[src/rtl/wma_pkg.sv]
// Package for the windowed moving average: widths, limits, cell and status types.
`default_nettype none
package wma_pkg;

    localparam int MAX_WINDOW = 256;
    localparam int IDX_W      = $clog2(MAX_WINDOW);
    localparam int LEN_W      = 9;
    localparam int SAMPLE_W   = 32;
    localparam int SUM_W      = 41;
    localparam int AVG_W      = 31;
    localparam int CNT_W      = $clog2(SUM_W + 1);
    localparam int TDATA_W    = ((AVG_W + 2 * SAMPLE_W + 7) / 8) * 8;

    localparam logic [LEN_W-1:0]           LEN_RESET = LEN_W'(16);
    localparam logic [LEN_W-1:0]           MAX_LEN   = LEN_W'(MAX_WINDOW);
    localparam logic [IDX_W-1:0]           LAST_IDX  = IDX_W'(MAX_WINDOW - 1);
    localparam logic [SUM_W-1:0]           SUM_MAX   = {1'b0, {(SUM_W-1){1'b1}}};
    localparam logic [AVG_W-1:0]           AVG_MAX   = {AVG_W{1'b1}};
    localparam logic signed [SAMPLE_W-1:0] MINUS_ONE = -SAMPLE_W'(65536);

    localparam logic CMD_ADD   = 1'b0;
    localparam logic CMD_CLEAR = 1'b1;

    typedef struct packed {
        logic                       valid;
        logic signed [SAMPLE_W-1:0] data;
    } t_entry;

    typedef struct packed {
        logic busy;
        logic done;
    } t_div_stat;

    typedef enum logic [2:0] {
        ST_IDLE,
        ST_WRAP,
        ST_SCAN,
        ST_SUM,
        ST_DIV,
        ST_DONE
    } t_state;

endpackage
`default_nettype wire

[src/rtl/wma_cell.sv]
// One slot of the rotating window store: holds an entry and passes it on each shift.
`default_nettype none
module wma_cell (
    input  wire logic            i_clk,
    input  wire logic            i_rst_n,
    input  wire logic            i_clear,
    input  wire logic            i_shift,
    input  wire wma_pkg::t_entry i_entry,
    output wma_pkg::t_entry      o_entry
);

    logic                               r_valid;
    logic signed [wma_pkg::SAMPLE_W-1:0] r_data;

    always_ff @(posedge i_clk) begin
        if (!i_rst_n || i_clear) begin
            r_valid <= 1'b0;
        end else if (i_shift) begin
            r_valid <= i_entry.valid;
        end
    end

    always_ff @(posedge i_clk) begin
        if (i_shift) begin
            r_data <= i_entry.data;
        end
    end

    // an entry never written reads as zero
    assign o_entry.valid = r_valid;
    assign o_entry.data  = r_valid ? r_data : '0;

endmodule
`default_nettype wire

[config.mk]
export PLATFORM = sky130hd
export DESIGN_NAME = wma_cell
export DESIGN_NICKNAME = d
export VERILOG_FILES = /design/src/rtl/wma_pkg.sv /design/src/rtl/wma_cell.sv
export SDC_FILE = /design/constraint.sdc
export NUM_CORES = 1
export LEC_CHECK = 0
export BUFFER_PORTS_ARGS = -buffer_cell sky130_fd_sc_hd__buf_2
export CAP_MARGIN = 15
export CORE_MARGIN = 8
export CORE_UTILIZATION = 41
export CTS_BUF_LIST = sky130_fd_sc_hd__clkbuf_8
export DETAILED_ROUTE_END_ITERATION = 16
export MAX_ROUTING_LAYER = met4
export PLACE_DENSITY = 0.79
export SLEW_MARGIN = 20
export SYNTH_ARGS = -nofsm -noshare
export SYNTH_HDL_FRONTEND = slang
export SYNTH_SLANG_ARGS = --single-unit
[constraint.sdc]
create_clock -name i_clk -period 0.9 [get_ports i_clk]
set_input_delay 0.225 -clock i_clk [delete_from_list [all_inputs] [get_ports i_clk]]
set_output_delay 0.225 -clock i_clk [all_outputs]
set_load 0.05 [all_outputs]
Word-level counts from Yosys, hierarchy flattened --
Cells that the tools add are included.
Word-level totals: bits of input ports 37, register bits after elaboration 33, output and inout bits 33, logic and storage cells 5
Operators by class: reduce and logical (&&, ||, !) cells 2, multiplexer cells 1
Operators by type and width (number):
- 32-bit 2-to-1 mux | 1
- 1-bit logical NOT | 1
- 1-bit logical OR | 1

Depth between registers and ports, before layout --
Gate-level depths: netlist (run 1).
depth in word-level cells 2, depth in mapped cells 2, depth with buffers taken out 2

Worst setup path before layout (run 1) --
No wires, ideal clock.
path type reg-to-output, start point reg r_valid, end point out o_entry[0] (netlist bit), stages on the path, launching flop included 3, required time 675 ps, setup slack -168 ps, arrival time 843 ps, cells stage by stage dfxtp_1 > clkbuf_2 > and2_2
RTL lines:
- start: declaration | line wma_cell.sv:12 | logic r_valid;
- start signal: assignment | line wma_cell.sv:19 | r_valid <= i_entry.valid;
- end: declaration | line wma_cell.sv:9 | output wma_pkg::t_entry o_entry

==> results of run 1 <==
==> state kept, by name, indices dropped and copies added (netlist names) <==
name	flops
r_data	32
r_valid	1
==> synthesized netlist by cell type <==
cell type and instances:
and2_2 32, buf_4 1, clkbuf_2 3, dfxtp_1 1, edfxtp_1 32, mux2i_1 1
nor3b_1 1
==> cell type report <==
cell class / instances / area [sq um]
sequential: 33 / 985
tap: 33 / 41.3
multi-input combinational: 34 / 295
clock inverter: 2 / 7.51
timing repair buffer: 74 / 722
fill: 186 / 858
clock buffer: 5 / 68.8
==> cells by family (layout without fill, tap and decap cells) <==
| kind of cell | after synthesis | after routing |
|---|---|---|
| muxes | 1 | 1 |
| and+or+nand+nor | 33 | 33 |
| DFF | 33 | 33 |
| buffers and inverters | 4 | 81 |
==> report_power, final <==
group,switching [mW],internal [mW],total (mW),leakage (nW)
clock network,0.456,0.508,0.965,0.0428
registers,0.0363,1.82,1.85,0.322
logic,0.215,0.203,0.418,0.555
==> cells in the final DEF (no fill, tap or decap), drive strengths merged <==
cell and n:
and2 32, buf 74, clkbuf 5, clkinv 1, dfxtp 1, edfxtp 32, inv 1, mux2i 1
nor3b 1
==> final timing paths <==
check,start,end,slack (ns)
worst max-delay path,r_valid,o_entry[8],-0.42
worst min-delay path,i_clear,r_valid,0.10
worst max register to register,r_valid,r_valid,0.05
worst min register to register,r_valid,r_valid,0.74
==> timing repair <==
item                       in CTS  in global routing
setup endpoints to repair      33                 34
setup buffers                   0                  1
gates resized for setup        86                  2
gates cloned                    0                  0
pin swaps                       1                  2
==> per-stage QoR <==
step                      utilization  hold WS (ns)  std cells
after floorplan                     -         0.291         71
after global placement          0.587         0.387        173
after detailed placement        0.587         0.393        173
after CTS                       0.707        0.0972        180
after global routing            0.712        0.0885        181
final                           0.712         0.101        181
==> layer usage <==
metal  vias to the layer above  global-route usage  part of all wire
met1                       401               0.105              0.33
li1                        397                   -                 -
met4                         0              0.0612             0.015
met3                         4              0.0363             0.052
met5                         -                   -                 0
met2                        35               0.234              0.61
==> impl_metrics.ini, run 1 <==
[cells_and_area]
syn2layout_area_growth_pct = 68.1
finalNetCount = 185
drive_gt1_frac = 0.757
final_cell_area_sq_um = 2120
antenna_cells = 0

[timing]
setup_tns_ns = -13.44
skew_ns = 0
tightest_slew_ns = 0.126
setup_ws_ns = -0.424
slew_violations = 0
max_freq_mhz = 755
setup_viol = 33
period_minus_slack_ns = 1.32
period_share = 1.47
relSlewSlack = 0.913
rsz0062_at_grt = yes
hold_viol = 0

[setup_path]
slowest_stage = dfxtp_4
cp_slowest_stage_delay_ns = 0.37
crit_path_start_kind = register
path_cells = buf_12 -> and2_4 -> buf_8
cp.depth = 3
cp.required_ns = 0.67
crit_family = flip-flops
path_buf_inv = 2
critical_path_class = reg2out
ff2ff_path_depth = 3
critical_path_arrival_ns = 1.10
end_kind = primary output
cp_max_fo = 21

[status]
failed_checks = negative setup slack
outcome = finished, violations left

[grt]
overflow = 0
grt_pass1_wl_mm = 4.57
track_usage = 0.122
grt_pass1_vias = 900
antenna_found_initial = 0
grt_max_degree = 22

[synth]
synthTopCellsByArea = edfxtp_1 76%, and2_2 19%, dfxtp_1 1.6%
synth.avg_cell_area_sq_um = 17.8
netlist_area_sq_um = 1260
muxShareOfSynthArea = 0.00794
yosysTopAreaCell = edfxtp_1
synthAdderAreaFrac = 0
ys_warn_count = 0
synth_top_family_by_area = simple AND/OR/NAND/NOR gates
synth_compound_area_frac = 0
synth-seq-cells = 33
synth_nets = 108
synth-simple-area-share = 0.196
ys_seq_area_frac = 0.778
synth_xor_area_frac = 0
ys_types = 7
syn-instance-count = 71
yosysTopAreaCellShare = 0.762

[worst_hold_path]
hold_depth = 2
hold_path_class = in2reg

[job]
cap_violations = 0

[floorplanning]
pin_count = 70
die_x_microns = 71.5
die_height_microns = 71.5
fp.coreArea_sq_um = 2980
placement_rows = 20
die_area_sq_um = 5110
initial_core_util = 0.424

[placed_design]
place_congestion = 0.678
place_ws_ns = -0.228
portBuffers = 69
dpl-instance-area_sq_um = 1750

[clock_tree]
clk_path_buf_depth = 2
insertion_delay_ns = 0.27
cts-root-buf = clkbuf_8
numCtsBuffers = 5
hold_buffers = 0
path_clk_slew_ns = 0.06
cts_tree = yes
htree_num_levels = 2
cts_sinks = 33

[detailed_routing]
vias_per_cell = 4.62
ant_nets = 0
wire_per_inst_microns = 16.8
first_pass_iters = 4
drt-total-wl_mm = 3.04
remaining_drc_errors = 0
num_vias = 837
drtIter0Drc = 42

[power]
ir_worst_vdd_mv = 1.24
p_leak_nw = 0.920
pwr_density_cell_nw_per_um2 = 1530
total_power_mw = 3.23
No activity file was read; power rests on OpenSTA's default activity.
==> run 2: changes to the inputs <==
- ABC_AREA: default -> 1
- PLACE_DENSITY: 0.79 -> 0.78
==> run 2 against run 1 <==
Worst hold slack gained 0.016 ns. Routed wire length grew 3.6%. Critical path type unchanged. Combinational power grew 2%. Register-to-register slack gained 0.04 ns. Clock power grew 2.3%. The run still ends with negative setup slack left. Largest cell class unchanged.
==> impl_metrics.ini, run 2 <==
[grt]
grt_pass1_vias = 1073
antenna_found_initial = 0
track_usage = 0.131
grt_pass1_wl_mm = 4.96
grt_max_degree = 23
overflow = 0

[setup_path]
cp_max_fo = 13
end_kind = primary output
crit_path_start_kind = register
critical_path_class = reg2out
cp.required_ns = 0.67
critical_path_arrival_ns = 1.14

[cells_and_area]
largest_reg_flops = 32
drive_gt1_frac = 0.781
finalNetCount = 223
layout_common_cells = 36 x buf_2, 32 x clkinvlp_4, 32 x edfxtp_1
syn2layout_area_growth_pct = 75.9
antenna_cells = 0
final_common_cell = buf_2
reg.largest.list = r_data (32), r_valid (1)
largest-register = r_data

[synth]
ys_warn_count = 0
ys_top_cells_by_count = 34 x inv_1, 32 x edfxtp_1, 30 x nand2_1, 5 x nand2_2, 2 x buf_8
yosysTopAreaCellShare = 0.725
ys_seq_area_frac = 0.740
ys_types = 10
async_flop_share = 0
synth_most_common_cell = inv_1
synth_edf_count = 32
netlist_area_sq_um = 1330
synth_ff_type = edfxtp_1
syn-instance-count = 108
synth.avg_cell_area_sq_um = 12.3
yosysTopAreaCell = edfxtp_1
synth_nets = 145
synth-seq-cells = 33
synthTopCellsByArea = edfxtp_1 72%, inv_1 9.6%, nand2_1 8.5%

[placed_design]
hpwl_mm = 2.25
place_ws_ns = -0.277
portBuffers = 69
place_congestion = 0.729

[status]
failed_checks = negative setup slack
outcome = finished, violations left

[timing]
setup_tns_ns = -14.70
hold_viol = 0
period_minus_slack_ns = 1.36
skew_ns = 0
setup_ws_ns = -0.461
setup_viol = 33
tightest_slew_ns = 0.132
period_share = 1.51
slew_violations = 0
relSlewSlack = 0.912
rsz0062_at_grt = yes
max_freq_mhz = 735

[floorplanning]
pin_count = 70
die_height_microns = 72.9
die_x_microns = 72.9
placement_rows = 20
initial_core_util = 0.431
fp.coreArea_sq_um = 3080
die_area_sq_um = 5310

[detailed_routing]
num_vias = 958
vias_per_cell = 4.15
remaining_drc_errors = 0
drt-total-wl_mm = 3.15
ant_nets = 0
wire_per_inst_microns = 13.6
first_pass_iters = 4
drtIter0Drc = 26

[clock_tree]
insertion_delay_ns = 0.28
cts_sinks = 33
cts_tree = yes
cts-root-buf = clkbuf_8
clk_path_buf_depth = 2
htree_num_levels = 2
path_clk_slew_ns = 0.06
numCtsBuffers = 5

[power]
pwr_density_cell_nw_per_um2 = 1410
p_leak_nw = 0.876
ir_worst_vdd_mv = 1.20

[worst_hold_path]
hold_path_class = in2reg

[job]
cap_violations = 0
run 2: cells by family (layout without fill, tap and decap cells):
logic type	after synthesis	count (layout)	share of synthesized area
AO/OA/AOI/OAI	1	1	0.00377
buffers and inverters	39	118	0.148
flip-flops	33	33	0.740
AND/OR/NAND/NOR	35	35	0.108
run 2: worst max-delay path, cell delays in order, from the launching register on:
cell and delay (ns):
dfxtp_4 0.38, buf_12 0.16, nand2_2 0.07, clkinvlp_4 0.09, buf_8 0.15
run 2: per-layer routing:
metal	vias to the layer above	share of wire	track usage	routed length, microns
met4	0	0.034	0.0711	106
met5	-	0	-	0
met3	10	0.063	0.0563	199
li1	475	-	-	-
met1	433	0.37	0.121	1160
met2	40	0.54	0.223	1690
run 2: cell type report:
class / instances / area (sq um)
fill: 207 / 744
multi-input combinational: 36 / 231
inverter: 34 / 248
clock buffer: 5 / 68.8
timing repair buffer: 76 / 734
sequential: 33 / 985
tap: 44 / 55.1
clock inverter: 3 / 11.3
run 2: stage by stage:
step	area [sq um]	std cells	hold slack (ns)	util	power [mW]
CTS	2330	231	0.105	0.758	3.33
global route	2330	231	0.102	0.758	3.41
global placement	1930	221	0.401	0.628	2.25
floorplan	1510	108	0.324	-	2.10
detailed placement	1930	221	0.403	0.628	2.26
finish	2330	231	0.117	0.758	3.29
run 2: worst paths after layout:
kind	start	to	slack, ns	depth (start not counted)
hold reg to reg	r_valid	r_valid	0.69	3
setup reg to reg	r_valid	r_valid	0.09	3
hold / removal	i_entry[20]	r_data[20]	0.12	1
setup / recovery	r_valid	o_entry[25]	-0.46	4
run 2: power by group:
part	switching (mW)	leakage, nW	internal [mW]
logic	0.240	0.502	0.187
registers	0.0583	0.322	1.82
clock network	0.473	0.0519	0.513
run 2: timing repair:
item,in CTS,in global routing
gates cloned,1,0
setup buffers,1,0
gates resized for setup,88,0
pin swaps,0,0
hold buffers,0,0
endpoints found under the setup margin,33,33
==> run 3: changes to the inputs <==
- BUFFER_PORTS_ARGS: -buffer_cell sky130_fd_sc_hd__buf_2 -> default
- CORE_MARGIN: 8 -> default
- CORE_UTILIZATION: 41 -> 50
- DONT_BUFFER_PORTS: default -> 1
- PLACE_DENSITY: 0.78 -> 0.69
==> run 3 against run 2 <==
The run still ends with negative setup slack left. Power down 7.6%. Core utilization down 11 points. Register-to-register slack about the same. Via count down 29%. Clock power fell by 2.1%. Critical path depth is 1 lower. Die area down 46%. Maximum frequency is 1.4% higher. Largest power group unchanged. Highest routed layer unchanged.
==> impl_metrics.ini, run 3 (synthesis results as in run 2) <==
[cells_and_area]
fill_cells = 190
final_cell_area_sq_um = 1620
drive_gt1_frac = 0.640
syn2layout_area_growth_pct = 22.0
reg.largest.list = r_data (32), r_valid (1)
antenna_cells = 0
layout_common_cells = 32 x clkinvlp_4, 32 x edfxtp_1, 31 x nand2_2
finalNetCount = 150
stdcell_count = 144
largest_reg_flops = 32
largest-register = r_data

[detailed_routing]
routed-wl-met3_microns = 181
first_pass_iters = 4
num_vias = 684
wire_per_inst_microns = 12.9
dr_wl_met2_mm = 1.01
drtIter0Drc = 9
ant_nets = 0
top_layer = met4
wl_met1_microns = 622
remaining_drc_errors = 0
drt-total-wl_mm = 1.86
vias_per_cell = 4.75

[floorplanning]
pin_count = 70
die_area_sq_um = 2860
die_x_microns = 53.5
fp.coreArea_sq_um = 2500
placement_rows = 18
die_height_microns = 53.5
initial_core_util = 0.531

[job]
cap_violations = 0

[setup_path]
critical_path_arrival_ns = 1.12
rrSetupSlack_ns = 0.10
critical_path_class = reg2out
timing.rr.end = r_valid
ff2ff_path_depth = 3
reg2reg_from = r_valid
crit_start = r_valid
end_kind = primary output
cp.required_ns = 0.67
crit_path_start_kind = register
critPathCapture = o_entry[5]
cp_max_fo = 19

[clock_tree]
insertion_delay_ns = 0.27
numCtsBuffers = 5
htree_num_levels = 2
ctsResizeCount = 5
hold_buffers = 0
cts_tree = yes
cts-root-buf = clkbuf_8
path_clk_slew_ns = 0.06
cts_sinks = 33
clk_path_buf_depth = 2
postCtsSetupBuffers = 0

[timing]
period_minus_slack_ns = 1.34
hold_viol = 0
period_share = 1.49
relSlewSlack = 0.829
slew_violations = 0
skew_ns = 0
setup_ws_ns = -0.441
setup_viol = 33
max_freq_mhz = 746
rsz0062_at_grt = yes
tightest_slew_ns = 0.255

[grt]
track_usage = 0.145
grt_pass1_vias = 577
overflow = 0
antenna_found_initial = 0
grt_pass1_wl_mm = 2.51
grt_max_degree = 35

[worst_hold_path]
hp-start = i_entry[12]
hold_path_class = in2reg

[status]
outcome = finished, violations left
failed_checks = negative setup slack

[placed_design]
hpwl_mm = 1.33
place_congestion = 0.547
dpl.cell_count = 136
portBuffers = 0
dpl-instance-area_sq_um = 1520

[power]
p_leak_nw = 0.463
pwr_density_cell_nw_per_um2 = 1880
p_int_mw = 2.37
p_seq_frac = 0.615
pwr-share-comb = 0.067
power_frac_clock = 0.318
swShare = 0.220
ir_worst_vdd_mv = 1.33
p_sw_mw = 0.669
==> run 3: cell count changes in the layout (fill, tap and decap cells not counted) <==
cell and change:
buf_16 -1, buf_8 -15, buf_6 -16, buf_4 -2, buf_2 -36, nand2_2 +2, nand2_4 -2, buf_12 -3
==> run 3: how the worst min path moves through the flow <==
stage                 endpoint  slack [ns]  depth (start not counted)
CTS                 r_data[11]        0.03                          0
floorplan            r_data[0]        0.32                          0
detailed placement  r_data[18]        0.32                          0
global route        r_data[11]        0.03                          0
global placement    r_data[12]        0.32                          0
finish              r_data[12]        0.04                          0
==> run 3: power groups by stage <==
stage	clock network [mW]	registers [mW]	logic, mW
after floorplan	0	1.89	0.204
after global placement	0	1.90	0.202
after detailed placement	0	1.90	0.203
after CTS	1.01	1.87	0.207
after global routing	1.06	1.88	0.215
final	0.966	1.87	0.205
==> run 3: per-layer routing <==
layer | track usage | vias up
li1 | - | 328
met1 | 0.127 | 310
met2 | 0.235 | 40
met3 | 0.0661 | 6
met4 | 0.118 | 0
met5 | - | -
==> run 3: cell type report <==
type	count	area, sq um	area share
clock buffer	5	68.8	0.0425
timing repair buffer	3	46.3	0.0286
clock inverter	3	11.3	0.00696
inverter	34	248	0.153
multi-input combinational	36	221	0.137
tap	30	37.5	0.0232
sequential	33	985	0.609
==> run 3: worst max-delay path: stages, from the launching register on <==
cell        delay [ns]
dfxtp_4           0.36
buf_12            0.16
nand2_2           0.08
clkinvlp_4        0.24
==> run 3: metrics by stage <==
step | power, mW | setup slack (ns) | util | hold slack (ns) | TNS, ns
after global routing | 3.16 | -0.490 | 0.647 | 0.0277 | -15.69
after floorplan | 2.10 | -0.191 | - | 0.324 | -5.88
after global placement | 2.10 | -0.226 | 0.608 | 0.324 | -4.81
final | 3.04 | -0.441 | 0.647 | 0.0445 | -14.16
after CTS | 3.09 | -0.451 | 0.646 | 0.0332 | -14.55
after detailed placement | 2.11 | -0.251 | 0.608 | 0.324 | -5.16
