[src/rtl/wma_pkg.sv]
// Package for the windowed moving average: widths, limits, cell and status types.
`default_nettype none
package wma_pkg;

    localparam int MAX_WINDOW = 256;
    localparam int IDX_W      = $clog2(MAX_WINDOW);
    localparam int LEN_W      = 9;
    localparam int SAMPLE_W   = 32;
    localparam int SUM_W      = 41;
    localparam int AVG_W      = 31;
    localparam int CNT_W      = $clog2(SUM_W + 1);
    localparam int TDATA_W    = ((AVG_W + 2 * SAMPLE_W + 7) / 8) * 8;

    localparam logic [LEN_W-1:0]           LEN_RESET = LEN_W'(16);
    localparam logic [LEN_W-1:0]           MAX_LEN   = LEN_W'(MAX_WINDOW);
    localparam logic [IDX_W-1:0]           LAST_IDX  = IDX_W'(MAX_WINDOW - 1);
    localparam logic [SUM_W-1:0]           SUM_MAX   = {1'b0, {(SUM_W-1){1'b1}}};
    localparam logic [AVG_W-1:0]           AVG_MAX   = {AVG_W{1'b1}};
    localparam logic signed [SAMPLE_W-1:0] MINUS_ONE = -SAMPLE_W'(65536);

    localparam logic CMD_ADD   = 1'b0;
    localparam logic CMD_CLEAR = 1'b1;

    typedef struct packed {
        logic                       valid;
        logic signed [SAMPLE_W-1:0] data;
    } t_entry;

    typedef struct packed {
        logic busy;
        logic done;
    } t_div_stat;

    typedef enum logic [2:0] {
        ST_IDLE,
        ST_WRAP,
        ST_SCAN,
        ST_SUM,
        ST_DIV,
        ST_DONE
    } t_state;

endpackage
`default_nettype wire

[src/rtl/wma_divider.sv]
// Restoring divider, one quotient bit per cycle, with quotient and remainder.
`default_nettype none
module wma_divider (
    input  wire logic                       i_clk,
    input  wire logic                       i_rst_n,
    input  wire logic                       i_start,
    input  wire logic [wma_pkg::SUM_W-1:0]  i_dividend,
    input  wire logic [wma_pkg::LEN_W-1:0]  i_divisor,
    output wma_pkg::t_div_stat              o_stat,
    output logic      [wma_pkg::SUM_W-1:0]  o_quot,
    output logic      [wma_pkg::LEN_W-1:0]  o_rem
);

    logic                        r_busy;
    logic                        r_done;
    logic [wma_pkg::CNT_W-1:0]   r_cnt;
    logic [wma_pkg::SUM_W-1:0]   r_quo;
    logic [wma_pkg::LEN_W-1:0]   r_rem;
    logic [wma_pkg::LEN_W-1:0]   r_den;
    logic [wma_pkg::LEN_W:0]     w_trial;
    logic [wma_pkg::LEN_W:0]     w_diff;
    logic                        w_ge;

    assign w_trial = {r_rem, r_quo[wma_pkg::SUM_W-1]};
    assign w_ge    = (w_trial >= {1'b0, r_den});
    assign w_diff  = w_trial - {1'b0, r_den};

    always_ff @(posedge i_clk) begin
        if (!i_rst_n) begin
            r_busy <= 1'b0;
            r_done <= 1'b0;
            r_cnt  <= '0;
        end else begin
            r_done <= 1'b0;
            if (i_start) begin
                r_busy <= 1'b1;
                r_cnt  <= wma_pkg::CNT_W'(wma_pkg::SUM_W);
            end else if (r_busy) begin
                r_cnt <= r_cnt - wma_pkg::CNT_W'(1);
                if (r_cnt == wma_pkg::CNT_W'(1)) begin
                    r_busy <= 1'b0;
                    r_done <= 1'b1;
                end
            end
        end
    end

    always_ff @(posedge i_clk) begin
        if (i_start) begin
            r_quo <= i_dividend;
            r_rem <= '0;
            r_den <= i_divisor;
        end else if (r_busy) begin
            r_quo <= {r_quo[wma_pkg::SUM_W-2:0], w_ge};
            r_rem <= w_ge ? w_diff[wma_pkg::LEN_W-1:0] : w_trial[wma_pkg::LEN_W-1:0];
        end
    end

    assign o_stat.busy = r_busy;
    assign o_stat.done = r_done;
    assign o_quot      = r_quo;
    assign o_rem       = r_rem;

endmodule
`default_nettype wire

[config.mk]
export PLATFORM = sky130hd
export DESIGN_NAME = wma_divider
export DESIGN_NICKNAME = d
export VERILOG_FILES = /design/src/rtl/wma_pkg.sv /design/src/rtl/wma_divider.sv
export SDC_FILE = /design/constraint.sdc
export NUM_CORES = 1
export LEC_CHECK = 0
export ABC_AREA = 1
export BUFFER_PORTS_ARGS = -buffer_cell sky130_fd_sc_hd__buf_2
export CAP_MARGIN = 5
export CORE_UTILIZATION = 50
export CTS_CLUSTER_SIZE = 24
export DETAILED_ROUTE_END_ITERATION = 10
export MAX_ROUTING_LAYER = met4
export PLACE_DENSITY = 0.79
export SYNTH_ARGS = -nofsm -noshare
export SYNTH_HDL_FRONTEND = slang
export SYNTH_SLANG_ARGS = --single-unit
[constraint.sdc]
create_clock -name i_clk -period 4.55 [get_ports i_clk]
set_input_delay 0.6825 -clock i_clk [delete_from_list [all_inputs] [get_ports i_clk]]
set_output_delay 0.6825 -clock i_clk [all_outputs]
set_load 0.01 [all_outputs]
======== Word-level counts from Yosys, hierarchy flattened ========
Cells that the tools add are included.
word-level totals
  bits in read-only memories .............. 0
  memories kept ........................... 0
  input bits .............................. 53
  RAM bits ................................ 0
  register bits ........................... 67
  bits in latches ......................... 0
cells by class
  bitwise operators ....................... 2
  multiplexer cells ....................... 9
  eq/ne operators ......................... 1
  $add $sub $neg .......................... 2
  div/mod/pow operators ................... 0
  order comparisons ....................... 1
  reductions and logical operators ........ 3
  multipliers ............................. 0
  shifts and indexed selects .............. 0
operators with widths
  operator                                                            number
  41-bit two-way mux                                                  2
  6-bit two-way mux                                                   2
  10-bit by 9-bit greater-or-equal comparator with 1-bit output       1
  9-bit two-way mux                                                   1
  9-bit subtractor                                                    1
  6-bit by 1-bit == test with 1-bit output, second input constant     1
  6-bit by 1-bit subtractor with 6-bit output, second input constant  1
  1-bit two-way mux                                                   4
  3-bit OR reduction                                                  1
  1-bit inverter                                                      2
  2-bit nonzero test                                                  1
  2-bit OR reduction                                                  1

======== Depth between registers and ports, before layout ========
Gate-level depths: netlist (run 1).
  depth after elaboration ................. 4
  mapped depth ............................ 12
  gate-level depth less buffers ........... 12

======== Worst setup path after synthesis (run 1) ========
Ideal clock, no wire load.
  path type ............................... input to register
  from .................................... input i_start
  to ...................................... register r_quo, in the netlist o_quot[0] (enable)
  required time ........................... 4152 ps
  slack ................................... 2342 ps
  arrival time ............................ 1811 ps
  path buffers ............................ 1
  stages on the path ...................... 3
  cells stage by stage .................... buf_2 nor2_1 inv_1
between the ends
  word-level cells in the longest chain between the ends .. 1
RTL lines
  element                              RTL line           source
  from (decl)                          wma_divider.sv:6   input wire logic i_start,
  2-bit nonzero test (no source line)  -
  to (signal assigned)                 wma_divider.sv:50  r_quo <= i_dividend;
  to (signal assigned)                 wma_divider.sv:54  r_quo <= {r_quo[wma_pkg::SUM_W-2:0], w_ge};
  to (decl)                            wma_divider.sv:17  logic [wma_pkg::SUM_W-1:0] r_quo;
Every way passes these cells.
A chain may end at the register's enable or synchronous reset.

======== Final worst setup path (run 1) ========
  from .................................... input i_start
  to ...................................... register r_quo, in the netlist o_quot[40] (enable)
Same word-level chain as after synthesis.

==> flow_metrics.tcl, run 1 <==
set metrics [dict create \
    yosys-top-cells-area "edfxtp_1 (45%), nand2_1 (19%), dfxtp_1 (10%)" \
    worst-path-max-fanout 53 \
    worst_slew_pin_slew_ns 0.7107 \
    grt_max_degree 54 \
    dieArea_mm2 0.006936 \
    syn_avg_cell_area_um2 8.557 \
    dpl.hpwl_um 5183 \
    area_growth_pct 22.23 \
    powerDensity_mw_per_mm2 353.5 \
    finalClockSkew_ns 0.008490 \
    cts_buffers 9 \
    fin_crit_sh_pct 50.75 \
    rsz0062_at_grt "false" \
    drcViolationCount 0 \
    drt_first_pass_iters 4 \
    detail-route-antenna-nets 0 \
    port_buffers 104 \
    cts_buffer_depth 2 \
    synth.net_count 451 \
    worstPathRequired_ns 4.53 \
    worstSetupPathType "primary input to register" \
    synth_area_mm2 0.003303 \
    setup_viol 0 \
    start_kind "primary input" \
    die_w_um 83.28 \
    status "complete, no violations" \
    netlist.area_leader.share_pct 45.45 \
    seq_area_frac_synth_pct 55.76 \
    synth_cell_types 27 \
    num-nets-final 555 \
    cts_tree "built" \
    track_usage_pct 22.78 \
    cts_sinks 67 \
    grt_overflow 0 \
    hold_viol 0 \
    relSlewSlack_pct 52.55 \
    post_cts_resize_count 0 \
    clkLatencyLatePin_ns 0.34 \
    antenna_found_initial 0 \
    crit_path_end_kind "register" \
    vias 2822 \
    cts_setup_buffers 0 \
    finalMaxSlewViolations 0 \
    rows 29 \
    grt_pass1_wl_um 12230 \
    ys.flop_type "edfxtp_1" \
    placed_area_mm2 0.003862 \
    cts_hold_buf 0 \
    antenna_cells 0 \
    cap_violations 0 \
    yosysTopAreaCell "edfxtp_1" \
    root_buffer "clkbuf_8" \
    drt_iter0_markers 218 \
    fill_cells 534 \
    grt_pass1_vias 2649 \
    finalCriticalPeriod_ns 2.309 \
    core_area_mm2 0.006350 \
    peakVddDrop_mv 0.2553 \
    final_area_mm2 0.004038 \
    setup_tns_ns 0 \
    drive_above_1_share_pct 26.06 \
    gp_congestion 0.8754 \
    start_util_pct 52.02 \
    dieHeight_um 83.28 \
    max_freq_mhz 433.1 \
    postSynth.asyncResetShare_pct 0 \
    synthCells 386 \
    wl_um 7360 \
    arrival_ns 2.29 \
    via_per_inst 4.934 \
    clkTransAtPathRegs_ns 0.07 \
    h-tree-depth 3 \
    io_pins 105 \
    yosys_register_bits 67 \
    worst_hold_path_type "register to register" \
    wire_per_inst_um 12.87 \
    p_leak_uw 0.002104 \
    synth-edff-count 50 \
    ys.warnings.count 0 \
]
[final cells by class]
type / instances / area, um^2 / area share (%)
Tap cell: 77 / 96.34 / 2.386
Multi-Input combinational cell: 262 / 1224 / 30.31
Inverter: 44 / 165.2 / 4.090
Clock buffer: 14 / 162.7 / 4.029
Sequential cell: 67 / 1842 / 45.62
Timing Repair Buffer: 106 / 535.5 / 13.26
Clock inverter: 2 / 12.51 / 0.3099
[cells in the final DEF (no fill, tap or decap), types with 4 or more instances in the layout]
cell type  instances
nand2_1          171
buf_2            104
ha_1              11
nor3_1             4
nor2_1            14
nand2_2            4
dfxtp_1           17
a21oi_1            5
o21ai_0            6
edfxtp_1          50
nor2_2             4
clkbuf_8          11
inv_1             43
nand3_1           25
[cell families after synthesis]
group	after synthesis	share of synthesized area, %
adders and majority gates	12	4.773
buffers and inverters	57	7.196
DFF	67	55.76
AOI/OAI and AO/OA	18	2.993
and+or+nand+nor	229	28.48
xor gates and xnor gates	3	0.7956
[through the flow]
| stage | hold slack, ns | instances | util [%] | power (uW) | setup slack (ns) |
|---|---|---|---|---|---|
| after floorplan | 0.4448 | 386 | - | 898.7 | 2.342 |
| final | 0.4880 | 572 | 63.59 | 1427 | 2.241 |
| after CTS | 0.4803 | 572 | 63.59 | 1438 | 2.237 |
| after global routing | 0.4900 | 572 | 63.59 | 1502 | 2.083 |
| after global placement | 0.4582 | 556 | 60.83 | 984.9 | 1.973 |
| after detailed placement | 0.4697 | 556 | 60.83 | 993.0 | 1.886 |
[where the power goes]
group          leakage, uW  switching, uW  internal [uW]  total [uW]
Combinational      0.00137            138           90.4         228
Clock            0.0000867            219            228         446
Sequential        0.000648           31.4            721         753
[sequential cells by signal, summed over array words and instances, names as in the netlist]
name    flops
o_quot     41
o_rem       9
r_den       9
r_cnt       6
r_busy      1
r_done      1
[per-layer routing]
metal	GRT usage, %	part of all wire [%]	vias up
met5	-	0	-
met3	5.567	7.5	11
met4	8.621	1.4	0
li1	-	-	1442
met2	34.50	46	123
met1	29.76	45	1246
[path summary, 6_finish.rpt]
check,from,end,slack [ns],cells after the start
min reg2reg,r_cnt[3]$_SDFFE_PN0P_,r_cnt[3]$_SDFFE_PN0P_,0.49,2
max,i_start,o_quot[40]$_DFFE_PP_,2.24,5
max reg2reg,o_quot[40]$_DFFE_PP_,o_rem[7]$_SDFFE_PP0P_,2.52,11
min,r_cnt[3]$_SDFFE_PN0P_,r_cnt[3]$_SDFFE_PN0P_,0.49,2
[synth_stat cells, types with 2 or more instances]
master,count
o21ai_1,2
nor2_1,14
a31oi_1,3
nor2_2,4
a21oi_1,5
xnor2_1,3
buf_6,2
nand4_1,2
buf_4,2
nand3_1,25
dfxtp_1,17
ha_1,11
nand2_1,171
clkbuf_1,8
nor3_1,4
o21ai_0,6
nand2_2,4
nand3b_1,3
edfxtp_1,50
inv_1,43
[worst max-delay path: stages]
cell	delay, ns
buf_2	0.07
buf_4	0.44
nor2_1	0.24
inv_1	0.31
buf_4	0.48
(Power assumes the default switching activity.)
==> inputs of run 2 (changes only) <==
--- a/config.mk
+++ b/config.mk
@@ -8,11 +8,11 @@
 export ABC_AREA = 1
 export BUFFER_PORTS_ARGS = -buffer_cell sky130_fd_sc_hd__buf_2
 export CAP_MARGIN = 5
-export CORE_UTILIZATION = 50
+export CORE_UTILIZATION = 46
 export CTS_CLUSTER_SIZE = 24
 export DETAILED_ROUTE_END_ITERATION = 10
 export MAX_ROUTING_LAYER = met4
-export PLACE_DENSITY = 0.79
+export PLACE_DENSITY = 0.76
 export SYNTH_ARGS = -nofsm -noshare
 export SYNTH_HDL_FRONTEND = slang
 export SYNTH_SLANG_ARGS = --single-unit
==> constraint.sdc (replaced) <==
create_clock -name i_clk -period 2.06 [get_ports i_clk]
set_input_delay 0.309 -clock i_clk [delete_from_list [all_inputs] [get_ports i_clk]]
set_output_delay 0.309 -clock i_clk [all_outputs]
set_load 0.01 [all_outputs]
==> run 2 against run 1 <==
Compared with the run above: routed wire length down 1.4%; register-to-register slack worse by 2.4 ns; core utilization down 2.8 points; combinational power up 130%; sequential cell count unchanged; critical path depth up 6; count of clock-buffer cells in the layout down 4; power up 140%; clock power rose to 2.7 times the previous value; cell count up 4.7%; global-route usage down 2.0 points; largest cell class unchanged; largest power group unchanged; highest routed layer unchanged.
==> flow_metrics.tcl, run 2 (synthesis results as in run 1) <==
set metrics [dict create \
    mostFrequentLayoutCells "nand2_1 (171), buf_2 (104), edfxtp_1 (50)" \
    final_area_mm2 0.004174 \
    holdCritStartpoint "i_divisor[8]" \
    drive_above_1_share_pct 27.63 \
    h-tree-depth 3 \
    cts_tree "built" \
    cts_sinks 67 \
    cap_violations 0 \
    drt_first_pass_iters 4 \
    wl_um 7254 \
    gp_congestion 0.8673 \
    crit_path_end_kind "register" \
    slowest_delay_ns 0.41 \
    worstReg2RegEnd "o_rem[8]$_SDFFE_PP0P_" \
    dieHeight_um 86.74 \
    rows 30 \
    r2r_slack_ns 0.12 \
    port_buffers 104 \
    clkLatencyLatePin_ns 0.34 \
    area_growth_pct 26.36 \
    finalCriticalPeriod_ns 1.942 \
    wire_per_inst_um 12.11 \
    powerDensity_mw_per_mm2 806.1 \
    worstSetupPathType "register to register" \
    p_total_uw 3365 \
    holdWs_ns 0.1432 \
    worstPathCellList "inv_1 -> ha_1 -> inv_1 -> fa_1 -> nand2_1 -> nand3_2 -> nand2_4 -> buf_4 -> nand3b_1 -> nand3_1 -> nand2_1" \
    start_kind "register" \
    relSlewSlack_pct 65.50 \
    max_freq_mhz 514.9 \
    grt_max_degree 41 \
    setup_tns_ns 0 \
    switching_share_pct 26.14 \
    worst-path-max-fanout 10 \
    vias 2886 \
    internal-power_uw 2485 \
    peakVddDrop_mv 0.4644 \
    cts_hold_buf 0 \
    final_common_cell "nand2_1" \
    cts_buffers 9 \
    cpMaxStageDelayCell "fa_1" \
    worst_hold_path_type "primary input to register" \
    p_leak_uw 0.002171 \
    placed_area_mm2 0.003931 \
    p_switching_uw 879.6 \
    worstHoldEndpoint "r_den[8]$_DFFE_PP_" \
    status "complete, no violations" \
    start_util_pct 48.09 \
    rsz0062_at_grt "false" \
    arrival_ns 2.18 \
    setup_viol 0 \
    track_usage_pct 20.77 \
    worstPathRequired_ns 2.30 \
    fill_cells 615 \
    fin_crit_sh_pct 94.28 \
    p_clk_share_pct 35.3 \
    grt_pass1_wl_um 11600 \
    reg2regPathDepth 11 \
    dieArea_mm2 0.007524 \
    worst_slew_pin_slew_ns 0.5156 \
    root_buffer "clkbuf_8" \
    num-nets-final 563 \
    grt_pass1_vias 2595 \
    seqPwrFrac_pct 49.2 \
    largest_register_ffs 41 \
    dpl.hpwl_um 5283 \
    antenna_found_initial 0 \
    detail-route-antenna-nets 0 \
    grt_overflow 0 \
    core_area_mm2 0.006869 \
    via_per_inst 4.818 \
    die_w_um 86.74 \
    clkTransAtPathRegs_ns 0.07 \
    drt_iter0_markers 132 \
    antenna_cells 0 \
    whs_path_depth 1 \
    reg2reg_from "o_quot[40]$_DFFE_PP_" \
    comb_power_share_pct 15.5 \
    finalClockSkew_ns 0.007914 \
    hold_viol 0 \
    cts_buffer_depth 2 \
    drcViolationCount 0 \
    finalMaxSlewViolations 0 \
    io_pins 105 \
]
==> run 2: through the flow <==
stage | setup WS (ns) | instances | util, %
2_1_floorplan | 0.2152 | 386 | -
3_3_place_gp | 0.1578 | 581 | 57.23
3_5_place_dp | 0.06242 | 581 | 57.23
4_1_cts | 0.04455 | 597 | 60.40
5_1_grt | 0.01364 | 599 | 60.77
6_report | 0.1178 | 599 | 60.77
==> run 2: critical path, delay by kind of cell, from the launching register on <==
| kind | cells | cell delay [ns] |
|---|---|---|
| flops | 1 | 0.39 |
| simple gates | 6 | 0.57 |
| fa+ha+maj | 2 | 0.57 |
| buf+inv | 3 | 0.31 |
==> run 2: power groups by stage <==
stage	combinational, uW	sequential [uW]	clock [uW]
2_1_floorplan	261	1720	0
6_report	522	1660	1190
4_1_cts	521	1660	1210
5_1_grt	585	1670	1280
3_3_place_gp	506	1680	0
3_5_place_dp	521	1680	0
==> run 2: final cells by class <==
type | instances | area, um^2 | share of cell area [%]
clock inverter | 6 | 90.09 | 2.158
sequential | 67 | 1842 | 44.12
tap | 96 | 120.1 | 2.878
multi-input combinational | 262 | 1234 | 29.56
inverter | 44 | 165.2 | 3.957
timing repair buffer | 114 | 595.6 | 14.27
clock buffer | 10 | 127.6 | 3.058
==> run 2: how the worst max path moves through the flow <==
| stage | start | endpoint | slack [ns] | cells past startpoint |
|---|---|---|---|---|
| finish | o_quot[40]$_DFFE_PP_ | o_rem[8]$_SDFFE_PP0P_ | 0.12 | 11 |
| global placement | o_quot[40]$_DFFE_PP_ | o_rem[8]$_SDFFE_PP0P_ | 0.16 | 11 |
| detailed placement | o_quot[40]$_DFFE_PP_ | o_rem[2]$_SDFFE_PP0P_ | 0.06 | 11 |
| floorplan | o_quot[40]$_DFFE_PP_ | o_rem[2]$_SDFFE_PP0P_ | 0.22 | 11 |
| global route | o_quot[40]$_DFFE_PP_ | o_rem[2]$_SDFFE_PP0P_ | 0.01 | 11 |
| CTS | o_quot[40]$_DFFE_PP_ | o_rem[4]$_SDFFE_PP0P_ | 0.04 | 11 |
==> run 2: what timing repair did <==
| item | in CTS | in global routing |
|---|---|---|
| buffers inserted | 0 | 2 |
| resized for setup | 0 | 2 |
| endpoints found under the setup margin | 0 | 8 |
==> run 2: metal layers <==
layer	global-route usage (%)	vias up	routed length [um]
met5	-	-	0
met4	5.758	0	131
met2	32.90	127	3391
met3	5.714	19	570
li1	-	1457	-
met1	26.30	1283	3160
==> inputs of run 3 (changes only) <==
--- a/config.mk
+++ b/config.mk
@@ -8,11 +8,11 @@
 export ABC_AREA = 1
 export BUFFER_PORTS_ARGS = -buffer_cell sky130_fd_sc_hd__buf_2
 export CAP_MARGIN = 5
-export CORE_UTILIZATION = 46
+export CORE_UTILIZATION = 50
 export CTS_CLUSTER_SIZE = 24
 export DETAILED_ROUTE_END_ITERATION = 10
 export MAX_ROUTING_LAYER = met4
-export PLACE_DENSITY = 0.76
+export PLACE_DENSITY = 0.9
 export SYNTH_ARGS = -nofsm -noshare
 export SYNTH_HDL_FRONTEND = slang
 export SYNTH_SLANG_ARGS = --single-unit
==> constraint.sdc (replaced) <==
create_clock -name i_clk -period 2.3 [get_ports i_clk]
set_input_delay 0.345 -clock i_clk [delete_from_list [all_inputs] [get_ports i_clk]]
set_output_delay 0.345 -clock i_clk [all_outputs]
set_load 0.01 [all_outputs]
==> run 3 against run 2 <==
Compared with the run above: critical path type unchanged; routed wire length is 2.8% higher; final area down 1.9%; sequential share of layout area is 0.85 points higher; global-route usage increased by 2.1 points; critical path depth is the same; sequential cell count unchanged; fmax decreased by 3.4%; sequential power decreased by 10%; hold slack improved by 0.031 ns; cell count shrank 4.3%; count of clock-buffer cells in the layout is 1 lower; non-clock buffer count shrank 7.
==> flow_metrics.tcl, run 3 (synthesis results as in run 1) <==
set metrics [dict create \
    drt_iter0_markers 229 \
    critPathTopFamily "simple AND/OR/NAND/NOR gates" \
    io_pins 105 \
    final_common_cell "nand2_1" \
    drive_above_1_share_pct 26.81 \
    worst-path-max-fanout 12 \
    cts_tree "built" \
    h-tree-depth 3 \
    finalCriticalPeriod_ns 2.011 \
    start_kind "register" \
    drt_first_pass_iters 5 \
    area_growth_pct 23.98 \
    gp_congestion 0.8870 \
    finalMaxSlewViolations 0 \
    startpoint "o_quot[40]$_DFFE_PP_" \
    status "complete, no violations" \
    placed_cells 557 \
    worst_slew_pin_slew_ns 0.5592 \
    setup_tns_ns 0 \
    start_util_pct 52.02 \
    grt_max_degree 48 \
    powerDensity_mw_per_mm2 744.0 \
    cts_buffers 9 \
    track_usage_pct 22.90 \
    clkLatencyLatePin_ns 0.35 \
    detail-route-antenna-nets 0 \
    setup_viol 0 \
    hold_viol 0 \
    fin_cells 573 \
    placed_area_mm2 0.003870 \
    grt_pass1_vias 2672 \
    antenna_cells 0 \
    p_leak_uw 0.002128 \
    cap_violations 0 \
    cpMaxStageDelayCell "fa_1" \
    fin_crit_sh_pct 87.44 \
    p_total_uw 3047 \
    cts_sinks 67 \
    peakVddDrop_mv 0.4495 \
    cts_hold_buf 0 \
    die_w_um 83.28 \
    clkTransAtPathRegs_ns 0.08 \
    worst_hold_path_type "primary input to register" \
    wire_per_inst_um 13.01 \
    core_area_mm2 0.006350 \
    finalClockSkew_ns 0.009044 \
    worstSetupPathType "register to register" \
    antenna_found_initial 0 \
    rows 29 \
    critPathBufInv 2 \
    final_area_mm2 0.004095 \
    drcViolationCount 0 \
    reg2reg_from "o_quot[40]$_DFFE_PP_" \
    num-nets-final 556 \
    grt_pass1_wl_um 12110 \
    dieHeight_um 83.28 \
    post_cts_resize_count 0 \
    rsz0062_at_grt "false" \
    dpl.hpwl_um 5373 \
    worstPathCellList "inv_1 -> ha_1 -> inv_1 -> fa_1 -> nand2_1 -> nand3_2 -> nand2_2 -> nand2_2 -> nand2_1 -> nand3_1 -> o21ai_0" \
    largest_register_ffs 41 \
    slowest_delay_ns 0.42 \
    worstPathRequired_ns 2.56 \
    worst_slack_ns 0.2889 \
    cts_buffer_depth 2 \
    crit_path_end_kind "register" \
    grt_overflow 0 \
    arrival_ns 2.27 \
    mostFrequentLayoutCells "nand2_1 (171), buf_2 (104), edfxtp_1 (50)" \
    cts_setup_buffers 0 \
    max_freq_mhz 497.2 \
    wl_um 7456 \
    relSlewSlack_pct 62.72 \
    via_per_inst 5.079 \
    root_buffer "clkbuf_8" \
    vias 2910 \
    dieArea_mm2 0.006936 \
    pre_cts_ws_ns 0.3245 \
    port_buffers 104 \
    holdCritStartpoint "i_divisor[6]" \
]
## run 3: cell count changes in the layout (fill, tap and decap cells not counted), sizes merged
cell	delta
inv	+2
clkbuf	-1
clkinvlp	+1
clkinv	-2
buf	-7
## run 3: worst reg2reg max path, delay by kind of cell, from the launching register on
family / cells / cell delay, ns
AND/OR/NAND/NOR: 6 / 0.75
adder cells (fa/ha/maj): 2 / 0.56
flip-flops: 1 / 0.38
buffers and inverters: 2 / 0.15
AO/OA/AOI/OAI: 1 / 0.09
## run 3: final timing paths
kind                                         endpoint  slack, ns  cells after the start
worst max-delay path            o_rem[4]$_SDFFE_PP0P_       0.29                     11
worst min register to register  r_cnt[3]$_SDFFE_PN0P_       0.49                      2
worst max register to register  o_rem[4]$_SDFFE_PP0P_       0.29                     11
worst min-delay path               r_den[6]$_DFFE_PP_       0.17                      1
## run 3: final cells by class
class	count	area, um^2
flip-flops and latches	67	1842
fillers	527	2255
multi-input cells	262	1224
well taps	77	96.34
inverters	44	165.2
clock buffers	9	123.9
clock inverters	7	101.3
repair buffers	107	543.0
## run 3: per-stage QoR
stage / util [%] / hold slack [ns]
floorplan: - / 0.4439
global placement: 60.95 / 0.4562
detailed placement: 60.95 / 0.4821
CTS: 64.49 / 0.1598
global route: 64.49 / 0.1541
finish: 64.49 / 0.1745
## run 3: where the power goes
group	total [uW]	switching [uW]	internal (uW)
clock network	1100	483	617
logic	461	280	181
registers	1490	59.4	1430
total	3050	823	2220
## run 3: metal layers
metal,track usage (%),vias to the layer above,wire length (um)
met4,8.307,0,140
li1,-,1440,-
met5,-,-,0
met2,35.92,127,3624
met3,5.865,17,616
met1,28.83,1326,3074
